--- src/rtl/isqrtn_pkg.sv ---
// ============================================================================
// isqrtn_pkg
// Shared widths, microcode types and step addresses for the Newton-Raphson
// integer square root.
// ============================================================================
package isqrtn_pkg;

    // Operand and result widths.
    localparam int VAL_W  = 32;
    localparam int ROOT_W = 16;

    // Every estimate stays below 2^17 (the largest seed is 2^16), so 17
    // bits hold it. The quotient of a Newton step stays below 2^17; it is
    // built two bits per cycle, so it is kept as an 18-bit word.
    localparam int EST_W      = 17;
    localparam int QUO_W      = 18;
    localparam int DIV_STEPS  = QUO_W / 2;
    localparam int CNT_W      = $clog2(DIV_STEPS);
    localparam int MSB_W      = $clog2(VAL_W);

    // Control store geometry.
    localparam int UPC_DEPTH = 11;
    localparam int UPC_W     = $clog2(UPC_DEPTH);

    typedef logic [UPC_W-1:0] t_pc;
    typedef logic [EST_W-1:0] t_est;
    typedef logic [QUO_W-1:0] t_quo;
    typedef logic [CNT_W-1:0] t_cnt;

    // Datapath operations.
    typedef enum logic [2:0] {
        OP_WAIT,      // ready for an operand; capture it on a beat
        OP_SEED,      // form the starting estimate, prime the divider
        OP_DSTEP,     // two quotient bits
        OP_UPD_INIT,  // take the new estimate, prime the divider
        OP_CHK_INIT,  // take the new estimate unless converged, prime divider
        OP_CHK,       // take the new estimate unless converged
        OP_EMIT       // hand the estimate to the output register
    } t_op;

    // Jump conditions. When the condition holds the sequencer goes to the
    // target of the control word, otherwise to the next word.
    typedef enum logic [2:0] {
        COND_NEVER,
        COND_NO_BEAT,
        COND_TRIVIAL,
        COND_DIV_MORE,
        COND_CONVERGED,
        COND_OUT_BUSY
    } t_cond;

    typedef struct packed {
        t_op   op;
        t_cond cond;
        t_pc   target;
    } t_uword;

    // Control from the sequencer to the datapath.
    typedef struct packed {
        t_op  op;
        logic load;
    } t_dp_ctl;

    // Status from the datapath back to the sequencer.
    typedef struct packed {
        logic trivial;
        logic div_more;
        logic converged;
    } t_dp_stat;

    // Step addresses of the program.
    localparam t_pc UPC_WAIT  = t_pc'(0);
    localparam t_pc UPC_SEED  = t_pc'(1);
    localparam t_pc UPC_DIV1  = t_pc'(2);
    localparam t_pc UPC_UPD1  = t_pc'(3);
    localparam t_pc UPC_DIV2  = t_pc'(4);
    localparam t_pc UPC_CHK2  = t_pc'(5);
    localparam t_pc UPC_DIV3  = t_pc'(6);
    localparam t_pc UPC_CHK3  = t_pc'(7);
    localparam t_pc UPC_DIV4  = t_pc'(8);
    localparam t_pc UPC_CHK4  = t_pc'(9);
    localparam t_pc UPC_EMIT  = t_pc'(10);
    localparam t_pc UPC_LAST  = t_pc'(UPC_DEPTH - 1);

endpackage

--- src/rtl/isqrtn_urom.sv ---
// ============================================================================
// isqrtn_urom
// Read-only control store holding the square root program.
// ============================================================================
module isqrtn_urom (
    input  isqrtn_pkg::t_pc    i_pc,
    output isqrtn_pkg::t_uword o_uword
);
    import isqrtn_pkg::*;

    // Divider words loop on themselves until the step count runs out; the
    // wait and emit words loop on themselves while their channel stalls.
    always_comb begin
        case (i_pc)
            UPC_WAIT: o_uword = '{op: OP_WAIT,     cond: COND_NO_BEAT,   target: UPC_WAIT};
            UPC_SEED: o_uword = '{op: OP_SEED,     cond: COND_TRIVIAL,   target: UPC_EMIT};
            UPC_DIV1: o_uword = '{op: OP_DSTEP,    cond: COND_DIV_MORE,  target: UPC_DIV1};
            UPC_UPD1: o_uword = '{op: OP_UPD_INIT, cond: COND_NEVER,     target: UPC_WAIT};
            UPC_DIV2: o_uword = '{op: OP_DSTEP,    cond: COND_DIV_MORE,  target: UPC_DIV2};
            UPC_CHK2: o_uword = '{op: OP_CHK_INIT, cond: COND_CONVERGED, target: UPC_EMIT};
            UPC_DIV3: o_uword = '{op: OP_DSTEP,    cond: COND_DIV_MORE,  target: UPC_DIV3};
            UPC_CHK3: o_uword = '{op: OP_CHK_INIT, cond: COND_CONVERGED, target: UPC_EMIT};
            UPC_DIV4: o_uword = '{op: OP_DSTEP,    cond: COND_DIV_MORE,  target: UPC_DIV4};
            UPC_CHK4: o_uword = '{op: OP_CHK,      cond: COND_NEVER,     target: UPC_WAIT};
            UPC_EMIT: o_uword = '{op: OP_EMIT,     cond: COND_OUT_BUSY,  target: UPC_EMIT};
            default:  o_uword = '{op: OP_WAIT,     cond: COND_NEVER,     target: UPC_WAIT};
        endcase
    end

endmodule

--- src/rtl/isqrtn_dp.sv ---
// ============================================================================
// isqrtn_dp
// Datapath: operand register, seed logic, radix-4 restoring divider and the
// Newton update with its convergence compare.
// ============================================================================
module isqrtn_dp (
    input  logic                                 i_clk,
    input  isqrtn_pkg::t_dp_ctl                  i_ctl,
    input  logic [isqrtn_pkg::VAL_W-1:0]         i_value,
    output isqrtn_pkg::t_dp_stat                 o_stat,
    output logic [isqrtn_pkg::ROOT_W-1:0]        o_est
);
    import isqrtn_pkg::*;

    logic [VAL_W-1:0]  r_s;
    t_est              r_x,   n_x;
    t_est              r_rem, n_rem;
    t_quo              r_dvd, n_dvd;
    t_quo              r_q,   n_q;
    t_cnt              r_cnt, n_cnt;

    logic [MSB_W-1:0]  msb;
    logic [MSB_W-1:0]  b;
    t_est              x_seed;
    logic [EST_W:0]    t1, t2, xz;
    logic              ge1, ge2;
    t_est              r1;
    logic [EST_W:0]    sum;
    t_est              x_new;
    logic              trivial;
    logic              converged;

    assign trivial = (r_s[VAL_W-1:1] == '0);

    // Starting estimate: with b one below the leading one position, the seed
    // is 2 or 3 (by the low bit of b) shifted left by half of b.
    always_comb begin
        msb = '0;
        for (int i = 0; i < VAL_W; i++) begin
            if (r_s[i]) begin
                msb = MSB_W'(i);
            end
        end
        b      = msb - MSB_W'(1);
        x_seed = t_est'({1'b1, b[0]}) << b[MSB_W-1:1];
    end

    // Two restoring division steps per cycle.
    always_comb begin
        xz  = {1'b0, r_x};
        t1  = {r_rem, r_dvd[QUO_W-1]};
        ge1 = (t1 >= xz);
        r1  = ge1 ? t_est'(t1 - xz) : t_est'(t1);
        t2  = {r1, r_dvd[QUO_W-2]};
        ge2 = (t2 >= xz);
    end

    // Newton update: the average of the estimate and the quotient.
    assign sum       = {1'b0, r_x} + {1'b0, r_q[EST_W-1:0]};
    assign x_new     = sum[EST_W:1];
    assign converged = (x_new >= r_x);

    always_comb begin
        n_x   = r_x;
        n_rem = r_rem;
        n_dvd = r_dvd;
        n_q   = r_q;
        n_cnt = r_cnt;
        case (i_ctl.op)
            OP_SEED: begin
                n_x = trivial ? t_est'(r_s[0]) : x_seed;
            end
            OP_DSTEP: begin
                n_rem = ge2 ? t_est'(t2 - xz) : t_est'(t2);
                n_dvd = {r_dvd[QUO_W-3:0], 2'b00};
                n_q   = {r_q[QUO_W-3:0], ge1, ge2};
                n_cnt = r_cnt - t_cnt'(1);
            end
            OP_UPD_INIT: begin
                n_x = x_new;
            end
            OP_CHK_INIT, OP_CHK: begin
                if (!converged) begin
                    n_x = x_new;
                end
            end
            default: begin
            end
        endcase
        // Prime the divider: the top dividend bits are always below the
        // divisor, so they seed the partial remainder directly.
        if (i_ctl.op == OP_SEED || i_ctl.op == OP_UPD_INIT || i_ctl.op == OP_CHK_INIT) begin
            n_rem = t_est'(r_s[VAL_W-1:QUO_W]);
            n_dvd = r_s[QUO_W-1:0];
            n_cnt = t_cnt'(DIV_STEPS - 1);
        end
    end

    always_ff @(posedge i_clk) begin
        if (i_ctl.load) begin
            r_s <= i_value;
        end
        r_x   <= n_x;
        r_rem <= n_rem;
        r_dvd <= n_dvd;
        r_q   <= n_q;
        r_cnt <= n_cnt;
    end

    assign o_stat = '{trivial: trivial, div_more: (r_cnt != '0), converged: converged};
    assign o_est  = r_x[ROOT_W-1:0];

endmodule

--- src/rtl/integer_square_root_newton.sv ---
// ============================================================================
// integer_square_root_newton
// Floor square root of a 32-bit unsigned operand by Newton-Raphson steps.
// ============================================================================
// Usage: an operand beat arrives on i_valid / o_ready / i_value and one result
// beat leaves on o_valid / i_ready / o_root for each operand. The block works
// on one operand at a time; o_ready is high only while the program sits on its
// wait step, and the result sits in an output register so that the next
// operand can be taken while the result still waits for the receiver.
// Operands 0 and 1 go from the seed step straight to the emit step. Others
// take the seed through up to four Newton steps; the result is emitted as
// soon as the estimate no longer falls after the second or third step, or
// else after the fourth. Each Newton step runs a divider that retires two
// quotient bits per cycle, then takes the new estimate. The block takes the
// next operand only once the emit step has passed and it is back on wait.
// Reset (synchronous, active low) returns the program to its wait step and
// drops o_valid. If the receiver stalls with a result still held, a finished
// result waits on the emit step until the output register frees up.
// ============================================================================
module integer_square_root_newton (
    input  logic                                  i_clk,
    input  logic                                  i_rst_n,
    input  logic                                  i_valid,
    output logic                                  o_ready,
    input  logic [isqrtn_pkg::VAL_W-1:0]          i_value,
    output logic                                  o_valid,
    input  logic                                  i_ready,
    output logic [isqrtn_pkg::ROOT_W-1:0]         o_root
);
    import isqrtn_pkg::*;

    t_pc      r_pc, n_pc;
    t_uword   uword;
    t_dp_ctl  dp_ctl;
    t_dp_stat dp_stat;
    logic [ROOT_W-1:0] est;
    logic [ROOT_W-1:0] r_root;
    logic     r_out_valid, n_out_valid;
    logic     in_beat;
    logic     out_busy;
    logic     cond_true;
    logic     emit_load;

    // Control store lookup for the current step.
    isqrtn_urom u_urom (
        .i_pc    (r_pc),
        .o_uword (uword)
    );

    assign o_ready   = (uword.op == OP_WAIT);
    assign in_beat   = i_valid && o_ready;
    assign out_busy  = r_out_valid && !i_ready;
    assign emit_load = (uword.op == OP_EMIT) && !out_busy;

    assign dp_ctl = '{op: uword.op, load: in_beat};

    isqrtn_dp u_dp (
        .i_clk   (i_clk),
        .i_ctl   (dp_ctl),
        .i_value (i_value),
        .o_stat  (dp_stat),
        .o_est   (est)
    );

    // Jump condition selected by the control word.
    always_comb begin
        case (uword.cond)
            COND_NEVER:     cond_true = 1'b0;
            COND_NO_BEAT:   cond_true = !in_beat;
            COND_TRIVIAL:   cond_true = dp_stat.trivial;
            COND_DIV_MORE:  cond_true = dp_stat.div_more;
            COND_CONVERGED: cond_true = dp_stat.converged;
            COND_OUT_BUSY:  cond_true = out_busy;
            default:        cond_true = 1'b0;
        endcase
    end

    // Step counter: jump, or advance and wrap from the last step to the start.
    always_comb begin
        if (cond_true) begin
            n_pc = uword.target;
        end else if (r_pc == UPC_LAST) begin
            n_pc = UPC_WAIT;
        end else begin
            n_pc = r_pc + t_pc'(1);
        end
    end

    // Output register: loaded on the emit step, cleared when the beat leaves.
    always_comb begin
        n_out_valid = r_out_valid;
        if (emit_load) begin
            n_out_valid = 1'b1;
        end else if (r_out_valid && i_ready) begin
            n_out_valid = 1'b0;
        end
    end

    always_ff @(posedge i_clk) begin
        if (!i_rst_n) begin
            r_pc        <= UPC_WAIT;
            r_out_valid <= 1'b0;
        end else begin
            r_pc        <= n_pc;
            r_out_valid <= n_out_valid;
        end
    end

    always_ff @(posedge i_clk) begin
        if (emit_load) begin
            r_root <= est;
        end
    end

    assign o_valid = r_out_valid;
    assign o_root  = r_root;

`ifndef SYNTHESIS
    // An accepted operand always starts the seed step next.
    a_beat_to_seed: assert property (@(posedge i_clk) disable iff (!i_rst_n)
        in_beat |=> (r_pc == UPC_SEED))
        else $error("operand beat not followed by the seed step");

    // A result leaving the emit step shows up on the output next cycle.
    a_emit_valid: assert property (@(posedge i_clk) disable iff (!i_rst_n)
        emit_load |=> (o_valid && (r_pc == UPC_WAIT)))
        else $error("emitted result not presented");

    // The step counter never leaves the program.
    a_pc_range: assert property (@(posedge i_clk) disable iff (!i_rst_n)
        r_pc <= UPC_LAST)
        else $error("step counter outside the program");

    // The divider never runs out of steps while still looping.
    a_div_count: assert property (@(posedge i_clk) disable iff (!i_rst_n)
        ((uword.op == OP_DSTEP) && !dp_stat.div_more) |=> (uword.op != OP_DSTEP))
        else $error("divider step count out of step with the program");
`endif

endmodule

--- config.mk ---
export PLATFORM = sky130hd
export DESIGN_NAME = integer_square_root_newton
export DESIGN_NICKNAME = d
export VERILOG_FILES = /design/src/rtl/isqrtn_pkg.sv /design/src/rtl/isqrtn_urom.sv /design/src/rtl/isqrtn_dp.sv /design/src/rtl/integer_square_root_newton.sv
export SDC_FILE = /design/constraint.sdc
export NUM_CORES = 1
export LEC_CHECK = 0
export ABC_CLOCK_PERIOD_IN_PS = 5090
export BUFFER_PORTS_ARGS = -buffer_cell sky130_fd_sc_hd__buf_2
export CAP_MARGIN = 30
export CORE_UTILIZATION = 30
export CTS_BUF_LIST = sky130_fd_sc_hd__clkbuf_8
export DETAILED_ROUTE_END_ITERATION = 10
export HOLD_SLACK_MARGIN = 0.08
export MAX_ROUTING_LAYER = met4
export PLACE_DENSITY = 0.57
export REMOVE_ABC_BUFFERS = 1
export SLEW_MARGIN = 20
export SYNTH_ARGS = -nofsm -noshare
export SYNTH_HDL_FRONTEND = slang
export SYNTH_HIERARCHICAL = 1
export SYNTH_SLANG_ARGS = --single-unit
--- constraint.sdc ---
create_clock -name i_clk -period 5.09 [get_ports i_clk]
set_clock_uncertainty 0.05 [all_clocks]
set_input_delay 0.2545 -clock i_clk [delete_from_list [all_inputs] [get_ports i_clk]]
set_output_delay 0.2545 -clock i_clk [all_outputs]
set_load 0.1 [all_outputs]
Word level (Yosys, flattened, before mapping). Memory sizes are Yosys's and may differ from the RTL's. A register that Yosys moved wholly into a read port is not among the register bits. Index checks and enable logic that the tools add are counted.

Add/subtract/negate cells: 6. Magnitude comparators: 3. Equal/unequal tests: 13. Shift-type cells: 1. Mux-type cells: 46. Reductions and logical operators: 17.

Operators by type and width (number): $mux W5 (16); $mux W17 (4); $pmux W17 S3 (1); $mux W4 (11); $ge A18 B17 Y1 (2); $mux W18 (2); $sub A17 B17 Y17 (2); $logic_not A31 Y1 (1); $mux W14 (2); $add A17 B17 Y18 (1); $ge A17 B17 Y1 (1); $shl A2 B4 Y17 (1); $eq A3 B3 Y1 const B (5); $eq A3 B2 Y1 const B (4); $mux W3 (4); $eq A3 B1 Y1 const B (2); $pmux W1 S5 (1); $sub A5 B1 Y5 const B (1); $add A4 B1 Y4 const B (1); $eq A4 B4 Y1 const B (1); $logic_and A1 B1 Y1 (4); $mux W2 (2); $reduce_bool A2 Y1 (2); $reduce_bool A4 Y1 (1); 9 further kinds (14).

Flip-flop bits (word level): 126. Bits in read-only memories: 144. Input bits: 36. Output and inout port bits: 18. Logic and storage cells: 97. Memories: 1.

Memory list: (no name shown) (words 16, bits a word 9, read ports 1, clocked after memory_dff 1, wr ports 0, RTL line isqrtn_urom.sv:14) `case (i_pc)`.

Depth between registers and ports, before layout.
Depth in word-level cells: 35. Gate-level depth with buffers: 27.

Cells and area by module. Netlist, hierarchy kept.

By module, submodules not included: isqrtn_dp (instances 1, cells an instance 798, area an instance 7785.0 um^2, sequential area each 3083.0 um^2); integer_square_root_newton (instances 1, cells an instance 57, area an instance 857.1 um^2, sequential area each 580.6 um^2); isqrtn_urom (instances 1, cells an instance 31, area an instance 220.2 um^2, sequential area each 0.0 um^2).

Worst setup path after synthesis. No wires, ideal clock.

Path kind: flip-flop to flip-flop. Start point: reg u_dp.r_x[1]. End point: reg u_dp.r_rem[13], data pin. Library setup time: 0.259 ns. Arrival time: 4.834 ns. Required time: 4.781 ns. Setup slack: -0.053 ns. Cell stages (with the launch flop): 23. Path buffers: 1. Clock period less this slack: 5.143 ns. Cell sequence: edfxtp_1 inv_1 fa_1 a21o_1 a221oi_4 o22ai_2 o41ai_2 a211o_2 a21oi_2 nor2_4 mux2_2 ha_1 nor2b_1 o31a_1 o31a_1 o211ai_2 a21oi_1 a31o_2 nor2_2 inv_2 buf_2 and3_1 a211o_1.

Cells in the longest elaborated chain, start to end: 6. Elaborated cells on any way between the ends: 8. Those cells by class: 2 x add/sub; 2 x order compare; 4 x mux.

Ends and longest elaborated chain: start: declaration (RTL line isqrtn_dp.sv:16) `t_est r_x, n_x;`; start signal: assignment (RTL line isqrtn_dp.sv:103) `r_x <= n_x;`; $sub A17 B17 Y17 or $ge A18 B17 Y1 (tied branches) (RTL line isqrtn_dp.sv:53, isqrtn_dp.sv:52); $mux W17 (RTL line isqrtn_dp.sv:53) `r1 = ge1 ? t_est'(t1 - xz) : t_est'(t1);`; $sub A17 B17 Y17 or $ge A18 B17 Y1 (tied branches) (RTL line isqrtn_dp.sv:74, isqrtn_dp.sv:55); $mux W17 (*) (RTL line isqrtn_dp.sv:74) `n_rem = ge2 ? t_est'(t2 - xz) : t_est'(t2);`; $mux W14 (*) (RTL line isqrtn_dp.sv:69) `case (i_ctl.op)`; $mux W14 (*) (RTL line isqrtn_dp.sv:92) `if (i_ctl.op == OP_SEED || i_ctl.op == OP_UPD_INIT || i_ctl.op == OP_CHK_INIT) begin`; via u_dp.n_rem[13] (RTL line isqrtn_dp.sv:17) `t_est r_rem, n_rem;`; end signal: assignment (RTL line isqrtn_dp.sv:104) `r_rem <= n_rem;`; end: declaration (RTL line isqrtn_dp.sv:17).

The timed path passes the listed nets; every way through them passes the cells marked *. The select of a mux whose other input is x is not followed. A chain may end at the register's enable or synchronous reset.

Worst setup path after layout.
Start point: reg u_dp.r_dvd[17]. End point: reg u_dp.r_rem[3], data pin.

Cells in the longest elaborated chain, start to end: 6. Elaborated cells on any way between the ends: 8. Those cells by class: 2 x add/sub; 2 x order compare; 4 x mux.

Ends and longest elaborated chain: start: declaration (RTL line isqrtn_dp.sv:18) `t_quo r_dvd, n_dvd;`; start signal: assignment (RTL line isqrtn_dp.sv:105) `r_dvd <= n_dvd;`; $sub A17 B17 Y17 or $ge A18 B17 Y1 (tied branches) (RTL line isqrtn_dp.sv:53, isqrtn_dp.sv:52); $mux W17 (*) (RTL line isqrtn_dp.sv:53); $sub A17 B17 Y17 or $ge A18 B17 Y1 (tied branches) (RTL line isqrtn_dp.sv:74, isqrtn_dp.sv:55); $mux W17 (*) (RTL line isqrtn_dp.sv:74); $mux W14 (*) (RTL line isqrtn_dp.sv:69); $mux W14 (*) (RTL line isqrtn_dp.sv:92); via u_dp.n_rem[3] (RTL line isqrtn_dp.sv:17).

Marked as above.

==> impl_metrics.yaml <==
timing:
  fin_crit_sh_pct: 99.1
  setup_viol: 0
  final_max_slew_viol_count: 0
  hold_viol_final: 0
  maxSlewHeadroom_pct: 33.6
  layout_setup_ws_ns: 0.0446
  tns_ns: 0
  fmax_ghz: 0.198
  grt_setup_unrepaired: "yes"
  fin_crit_ns: 5.05
  tightest_slew_ns: 0.988
critical_path:
  worstRegToRegCells: 23
  r2r_end: "u_dp/r_rem[3]"
  cp.arrival_ns: 5.22
  crit_path_max_fanout: 5
  r2r-start: "u_dp/r_dvd[17]"
  startpoint_type: "flip-flop"
  crit_type: "flip-flop to flip-flop"
  r2r_setup_slack_ns: 0.04
  crit_start: "u_dp/r_dvd[17]"
  required_ns: 5.26
  cp-endpoint: "u_dp/r_rem[3]"
  end_kind: "flip-flop"
finish:
  post-route-cell-area_um2: 11000
  final_nets: 1154
  layout-drive-gt1-share_pct: 23.5
  layout.area.seq_um2: 3660
  syn2layout_area_growth_pct: 24.6
  antenna_cells: 0
  multiInputGateArea_um2: 4950
  fillers: 2904
detailed_routing:
  avgRoutedWirePerCell_um: 16.1
  routed_wl_um: 23200
  postRouteAntennaNets: 0
  drtPass1Iterations: 4
  drt_iter0_drc: 458
  vias: 7044
  routed_via_density: 4.90
  drcViolationCount: 0
synthesis:
  yosysWarnings: 6
  async_reset_ff_share_pct: 0
  netlist_area_um2: 8860
  ys_ff_latch: 126
  avgSynthCellArea_um2: 10.0
  synth_edf_count: 114
  ys_types: 85
  synth_top_flop_cell: "edfxtp_1"
  ys_seq_area_share_pct: 41.3
  syn_inst: 886
placed_design:
  hpwl_um: 17000
  dp_slack_ns: -0.153
  placed_area_um2: 9900
  port_buffers: 53
  gp_congestion: 0.923
floorplan:
  die-width_um: 174
  core_um2: 28900
  ios: 54
  start_util_pct: 30.7
  die_h_um: 174
  rows: 62
  dieArea_um2: 30200
clock_tree:
  clk_latency_ns: 0.46
  path_clk_slew_ns: 0.09
  cts_tree: "done"
  clockBufferDepth: 2
  h-tree-depth: 4
  numCtsBuffers: 17
  cts-root-buf: "clkbuf_8"
  cts.sinks: 126
flow_run:
  cap_violations: 0
global_route:
  grt_max_degree: 43
  antenna_found_initial: 0
  track_usage_pct: 16.2
  grt_pass1_wl_um: 37100
  overflow: 0
  grt_pass1_vias: 7039
min_path:
  worstHoldPathCells: 0
  worstHoldPathType: "flip-flop to flip-flop"
status:
  status: "completed"
==> state kept, by name, indices dropped and copies added, names as in the netlist <==
| name | count |
|---|---|
| u_dp/r_dvd | 18 |
| u_dp/r_cnt | 4 |
| u_dp/r_q | 17 |
| o_valid | 1 |
| u_dp/r_rem | 17 |
| u_dp/r_x | 17 |
| r_pc | 4 |
| o_root | 16 |
| u_dp/r_s | 32 |
==> cells in the final DEF (no fill, tap or decap), types with 13 or more instances in the layout <==
cell type,count
edfxtp_1,114
buf_2,53
a21o_1,28
xor2_1,14
buf_4,80
nor2b_1,14
nor3_1,18
nand2b_1,23
inv_1,59
o21ai_0,35
o21a_1,14
nand3_1,13
a21oi_1,43
nand2_1,86
clkbuf_8,17
nor2_1,59
xnor2_1,27
dlygate4sd3_1,35
ha_1,68
==> synth_stat cells, types with 14 or more instances <==
master | count | area [um2]
xor2_1 | 14 | 123
ha_1 | 75 | 938
nand2_1 | 88 | 330
nor2_1 | 60 | 225
nand2b_1 | 24 | 150
edfxtp_1 | 114 | 3420
nand3_1 | 14 | 70.1
o21ai_0 | 41 | 205
inv_1 | 60 | 225
buf_4 | 19 | 143
nor2b_1 | 15 | 93.8
a21oi_1 | 46 | 230
a21o_1 | 28 | 210
nor3_1 | 19 | 95.1
xnor2_1 | 27 | 236
o21a_1 | 14 | 105
==> timing repair <==
action / 4_1_cts / 5_1_grt
hold buffers: 35 / 0
setup buffers: 12 / 8
endpoints found under the setup margin: 17 / 22
pin swaps: 12 / 19
gates resized for setup: 23 / 26
cloned: 1 / 0
hold endpoints to repair: 37 / 0
==> layout make-up <==
type	count	share of cell area [%]
clock buffers	17	2.12
well taps	384	4.35
repair inverters	1	0.0680
flip-flops and latches	126	33.2
inverters	63	2.19
multi-input cells	659	44.8
repair buffers	172	11.6
clock inverters	15	1.68
==> how the worst min path moves through the flow <==
stage | start | end | slack (ns)
4_1_cts | i_value[17] | u_dp/r_s[17] | 0.42
3_5_place_dp | i_value[11] | u_dp/r_s[11] | 0.38
5_1_grt | i_value[15] | u_dp/r_s[15] | 0.43
2_1_floorplan | i_value[0] | u_dp/r_s[0] | 0.30
3_3_place_gp | i_value[16] | u_dp/r_s[16] | 0.38
6_report | u_dp/r_q[2] | u_dp/r_q[4] | 0.42
==> per-layer routing <==
layer	GRT usage [%]	part of all wire [%]	up-vias
li1	-	-	3548
met1	21.7	49	3313
met2	24.8	45	153
met3	3.00	3.9	30
met4	4.61	1.6	0
met5	-	0	-
==> through the flow <==
stage	utilization (%)	hold WS, ns	instances
floorplan	-	0.303	848
global placement	34.3	0.381	1351
detailed placement	34.3	0.383	1351
CTS	37.7	0.417	1431
global route	38.3	0.426	1437
finish	38.3	0.415	1437
==> cells by family (layout without fill, tap and decap cells) <==
logic type / after synthesis / in the layout / synth area share, %
other: 1 / 1 / 0.0423
AND/OR/NAND/NOR: 279 / 279 / 15.7
multiplexers: 27 / 27 / 3.60
AO/OA/AOI/OAI: 232 / 232 / 18.6
adder cells (fa/ha/maj): 78 / 78 / 11.3
XOR/XNOR: 42 / 42 / 4.24
flip-flops: 126 / 126 / 41.3
buffers and inverters: 101 / 268 / 5.31
==> critical path, stage by stage, from the launching register on <==
cell and delay [ns]:
edfxtp_1 0.40, inv_1 0.07, ha_2 0.17, inv_2 0.04, fa_2 0.33, a21o_1 0.22, a221oi_4 0.25, o22ai_2 0.12
o41ai_2 0.27, a211o_2 0.23, a21oi_4 0.07, nor2_4 0.13, mux2_4 0.34, ha_4 0.22, nor2b_4 0.12, o31a_1 0.25
o31a_1 0.28, o211ai_2 0.19, a21oi_2 0.09, a31o_2 0.26, nor2_4 0.18, clkinvlp_4 0.18, a22o_1 0.22, a21o_1 0.15
Power is not shown: default switching activity piles up to over one toggle a cycle in this logic, so the estimate is an artifact.
